File: src/sv/bda_pkg.sv
// Shared types and constants for the box average downsampler.
package bda_pkg;

    localparam int MAX_SRC_DIM = 4096;
    localparam int MAX_DST_DIM = 4096;
    localparam int SAMPLE_BITS = 24;
    localparam int DIM_W       = 13;
    localparam int COL_W       = 12;
    localparam int SUM_W       = 48;
    localparam int SQ_W        = 2 * COL_W;
    localparam int QCNT_W      = 6;

    localparam logic REG_SRC = 1'b0;
    localparam logic REG_DST = 1'b1;

    typedef enum logic [3:0] {
        S_IDLE, S_RD, S_ACC, S_DST, S_DWAIT,
        S_CSTEP, S_CSTEPW, S_CGRID, S_CGRIDW, S_CLIM
    } t_state;

    typedef enum logic [1:0] {
        DSEL_STEP, DSEL_GRID, DSEL_BLOCK
    } t_dsel;

    typedef struct packed {
        logic  take;
        logic  upd;
        logic  acc;
        logic  div_start;
        t_dsel div_sel;
        logic  ld_st;
        logic  ld_nb;
        logic  ld_lim;
        logic  ld_out;
    } t_cmd;

    typedef struct packed {
        logic cfg_wr;
        logic div_busy;
        logic emit;
        logic out_busy;
    } t_sts;

endpackage

File: src/sv/bda_ctrl.sv
// Sequencing state machine for configuration setup and sample processing.
module bda_ctrl (
    input  logic          i_clk,
    input  logic          i_rst_n,
    input  logic          i_valid,
    input  bda_pkg::t_sts i_sts,
    output logic          o_ready,
    output bda_pkg::t_cmd o_cmd
);
    import bda_pkg::*;

    t_state r_state;
    t_state n_state;

    always_ff @(posedge i_clk) begin
        if (!i_rst_n) begin
            r_state <= S_IDLE;
        end else begin
            r_state <= n_state;
        end
    end

    always_comb begin
        n_state = r_state;
        unique case (r_state)
            S_IDLE:   if (i_valid) n_state = S_RD;
            S_RD:     n_state = S_ACC;
            S_ACC:    n_state = i_sts.emit ? S_DST : S_IDLE;
            S_DST:    n_state = S_DWAIT;
            S_DWAIT:  if (!i_sts.div_busy && !i_sts.out_busy) n_state = S_IDLE;
            S_CSTEP:  n_state = S_CSTEPW;
            S_CSTEPW: if (!i_sts.div_busy) n_state = S_CGRID;
            S_CGRID:  n_state = S_CGRIDW;
            S_CGRIDW: if (!i_sts.div_busy) n_state = S_CLIM;
            S_CLIM:   n_state = S_IDLE;
            default:  n_state = S_IDLE;
        endcase
        if (i_sts.cfg_wr) begin
            n_state = S_CSTEP;
        end
    end

    always_comb begin
        o_cmd   = '0;
        o_ready = 1'b0;
        o_cmd.div_sel = DSEL_BLOCK;
        unique case (r_state)
            S_IDLE: begin
                o_ready   = 1'b1;
                o_cmd.take = i_valid;
            end
            S_RD:  o_cmd.upd = 1'b1;
            S_ACC: o_cmd.acc = 1'b1;
            S_DST: o_cmd.div_start = 1'b1;
            S_DWAIT: o_cmd.ld_out = !i_sts.div_busy && !i_sts.out_busy;
            S_CSTEP: begin
                o_cmd.div_start = 1'b1;
                o_cmd.div_sel   = DSEL_STEP;
            end
            S_CSTEPW: o_cmd.ld_st = !i_sts.div_busy;
            S_CGRID: begin
                o_cmd.div_start = 1'b1;
                o_cmd.div_sel   = DSEL_GRID;
            end
            S_CGRIDW: o_cmd.ld_nb = !i_sts.div_busy;
            S_CLIM:   o_cmd.ld_lim = 1'b1;
            default: ;
        endcase
    end
endmodule

File: config.mk
export PLATFORM = sky130hd
export DESIGN_NAME = bda_ctrl
export DESIGN_NICKNAME = d
export VERILOG_FILES = /design/src/sv/bda_pkg.sv /design/src/sv/bda_ctrl.sv
export SDC_FILE = /design/constraint.sdc
export NUM_CORES = 1
export LEC_CHECK = 0
export BUFFER_PORTS_ARGS = -buffer_cell sky130_fd_sc_hd__buf_2
export CORE_AREA = 2 2 39 41
export DETAILED_ROUTE_END_ITERATION = 7
export DIE_AREA = 0 0 41 43
export GPL_ROUTABILITY_DRIVEN = 0
export GPL_TIMING_DRIVEN = 1
export SLEW_MARGIN = 20
export SYNTH_ARGS = -nofsm -noshare
export SYNTH_HDL_FRONTEND = slang
export SYNTH_SLANG_ARGS = --single-unit
File: constraint.sdc
create_clock -name i_clk -period 3.1 [get_ports i_clk]
set_input_delay 0.31 -clock i_clk [delete_from_list [all_inputs] [get_ports i_clk]]
set_output_delay 0.31 -clock i_clk [all_outputs]
set_load 0.1 [all_outputs]
==> PnR_summary.wiki <==
{| class="wikitable"
! Metric !! Value
|-
| Result of the run || complete, no violations
|-
| Layout net count || 73
|-
| EDFF count, synth || 0
|-
| Share of synthesized cell area in and, or, nand and nor gates || 44.2%
|-
| Core area || 1380 µm²
|-
| Total routed wirelength || 820 µm
|-
| Library cell with the largest summed area after synthesis || dfxtp_1
|-
| Count of non-filler cells in the finished layout || 80
|-
| Height of the chip || 43 µm
|-
| Final Slew Violations || 0
|-
| Unrepaired setup endpoints after global routing || no
|-
| Category of the most critical setup path || register to output port
|-
| Number of global-route vias before repair || 291
|-
| Post-synthesis instance area || 334 µm²
|-
| DIE AREA || 1760 µm²
|-
| Max reg flops || 4
|-
| Number of storage elements in the synthesis netlist || 4
|-
| Std-Cell Rows || 14
|-
| Worst rel slew slack || 65.2%
|-
| Final critical path time including I/O delays and setup || 2060 ps
|-
| Fraction of the mapped netlist area in adder cells || 0%
|-
| Nets in the synthesized netlist || 55
|-
| Registers with the most flip-flops || r_state: 4 flops
|-
| Critical Path Source Type || register
|-
| Total routing usage reported by global routing || 9.25%
|-
| Kind of end point of the critical path || output port
|-
| Class of the tightest hold or removal check || primary input to register
|-
| Main combinational cell family by area after synthesis || simple AND/OR/NAND/NOR gates
|-
| Compound-gate portion of the synthesized area || 24.7%
|-
| Unique masters post-synth || 26
|-
| Synth-to-layout area growth || 39.0%
|-
| Starting DRC count in detailed routing || 2
|-
| Clock insertion delay at the later pin of the skew report || 230 ps
|-
| Diode insertion count for antenna repair || 0
|-
| Placed cell count || 77
|-
| Number of DRC violations after detailed routing || 0
|-
| Clk slew on worst S/H paths || 30 ps
|-
| Met3 routed wirelength || 64 µm
|-
| Vias per cell || 4.74
|-
| Clock sink count || 4
|-
| Async set-or-reset flop fraction in the synthesized netlist || 0%
|-
| Power per cell area || 470 nW/µm²
|-
| Clock tree from TritonCTS || yes
|-
| Number of top-level design ports || 18
|-
| Number of hold buffers added after CTS || 0
|-
| Final Core Density || 33.5%
|-
| Die X || 41 µm
|-
| Routed Antenna Nets || 0
|-
| Max Freq || 0.486 GHz
|-
| Fin. Hold Viols || 0
|-
| Maximum level of the CTS H-tree || 1
|-
| First drt pass iteration count || 3
|-
| Fraction of the yosys area taken by sequential cells || 24.0%
|-
| Uppermost layer routed || met3
|-
| Reported leakage power || 0.226 nW
|-
| Area after DPL || 442 µm²
|-
| Maximum vdd ir drop || 0.000182 V
|-
| Port-buffer cells || 17
|-
| Vias || 379
|-
| Initial antenna violation count || 0
|-
| Number of cells produced by synthesis || 48
|-
| Initial cell density of the core || 24.1%
|-
| Multiplexer share of the synthesized area || 0%
|-
| Fraction of final layout cells sized beyond drive strength 1 || 35.9%
|-
| Clock Skews || 4.03 ps
|-
| Cts bufs inserted || 3
|-
| Number of warnings reported in the yosys synthesis log || 0
|-
| XOR/XNOR Fraction of Synth Area || 0%
|-
| Detailed-placement wirelength estimate || 622 µm
|-
| Final setup viols || 0
|-
| Routed wl met2 || 358 µm
|-
| Average wire per standard cell || 10.3 µm
|-
| Post-CTS setup-driven buffer insertion count || 0
|-
| Wire length on met1 || 397 µm
|-
| Proportion of netlist area held by the largest area contributor || 24.0%
|-
| Max Cap Viol || 0
|-
| Root buffer cell || clkbuf_4
|-
| Total non-filler cell area in the finished layout || 464 µm²
|-
| FILL cells || 161
|-
| Post-route total power || 218 µW
|-
| Worst EP arrival || 1750 ps
|-
| Average cell area after synthesis || 6.96 µm²
|-
| Actual transition at the worst max-transition pin || 521 ps
|-
| Leading cell types by total area after synthesis || dfxtp_1 24%, nor2_1 9.0%, nand2b_1 7.5%
|-
| Highest fanout seen on the critical path || 13
|-
| First-pass GRT wire length || 1120 µm
|-
| Biggest register || r_state
|-
| Pin count of the biggest net entering global routing || 17
|-
| Buffer levels on the longest clock path || 2
|-
| CTS resizes || 0
|-
| Fraction of the cycle the final worst path needs || 66.4%
|-
| Worst hold margin || 329 ps
|-
| Required arrival time at the worst endpoint || 2790 ps
|-
| Prevailing post-synth register cell || dfxtp_1
|-
| Total congestion overflow after global routing || 0
|}
-- final timing paths --
check	startpoint	endpoint	slack [ps]	cells after the start
max reg2reg	r_state[2]$_SDFFE_PN0P_	r_state[2]$_SDFFE_PN0P_	1570	3
min reg2reg	r_state[0]$_SDFFE_PN0P_	r_state[1]$_SDFFE_PP0P_	650	2
max	r_state[0]$_SDFFE_PN0P_	o_cmd[0]	1040	3
min	i_sts[3]	r_state[2]$_SDFFE_PN0P_	330	2
-- routing by layer --
layer | vias to the layer above | track usage (%)
li1 | 206 | -
met1 | 159 | 12.6
met2 | 14 | 12.5
met3 | 0 | 3.66
met4 | 0 | 4.00
met5 | - | 0
-- placed cells by master (no fill, tap or decap), types with 2 or more instances in the layout --
| master | Yosys | layout |
|---|---|---|
| nand2_1 | 2 | 2 |
| nor2b_1 | 2 | 2 |
| clkbuf_4 | 0 | 3 |
| inv_1 | 2 | 2 |
| nor2_1 | 8 | 8 |
| buf_2 | 1 | 17 |
| and2_1 | 2 | 2 |
| nand2b_1 | 4 | 4 |
| a21oi_1 | 2 | 2 |
| nand3_1 | 2 | 2 |
| nor4b_2 | 0 | 2 |
| dfxtp_1 | 4 | 4 |
-- per-stage QoR --
step                setup TNS [ps]  setup WS, ps
floorplan                     -347          -347
global placement                 0          1300
detailed placement               0          1270
CTS                              0          1020
global route                     0           925
finish                           0          1040
-- cell usage after synthesis, types with 2 or more instances --
| library cell | instances |
|---|---|
| nand3_1 | 2 |
| nor4b_1 | 2 |
| nand2_1 | 2 |
| dfxtp_1 | 4 |
| a21oi_1 | 2 |
| nand2b_1 | 4 |
| nor2b_1 | 2 |
| inv_1 | 2 |
| nor2_1 | 8 |
| clkbuf_1 | 3 |
| and2_1 | 2 |
-- where the power goes --
group | total (mW) | switching (mW) | leakage, nW | internal, mW
Clock | 0.0624 | 0.0192 | 0.0138 | 0.0431
Sequential | 0.0665 | 0.0115 | 0.0330 | 0.0550
Combinational | 0.0895 | 0.0678 | 0.179 | 0.0218
Total | 0.218 | 0.0985 | 0.226 | 0.120
-- critical path, stage by stage (launching register included) --
cell and delay [ps]:
dfxtp_1 420, or3_1 440, nor4b_2 200, buf_2 460
-- cell families after synthesis --
logic type	count (synthesis)
buf+inv	6
flops	4
compound gates	11
simple gates	27
-- layout make-up --
type	count	area (µm²)	area share [%]
Multi-Input combinational cell	38	249	53.6
Timing Repair Buffer	17	85.1	18.3
Sequential cell	4	80.1	17.3
Clock buffer	3	22.5	4.85
Tap cell	16	20.0	4.31
Inverter	2	7.51	1.62
Power figures use the tool's default switching activity.
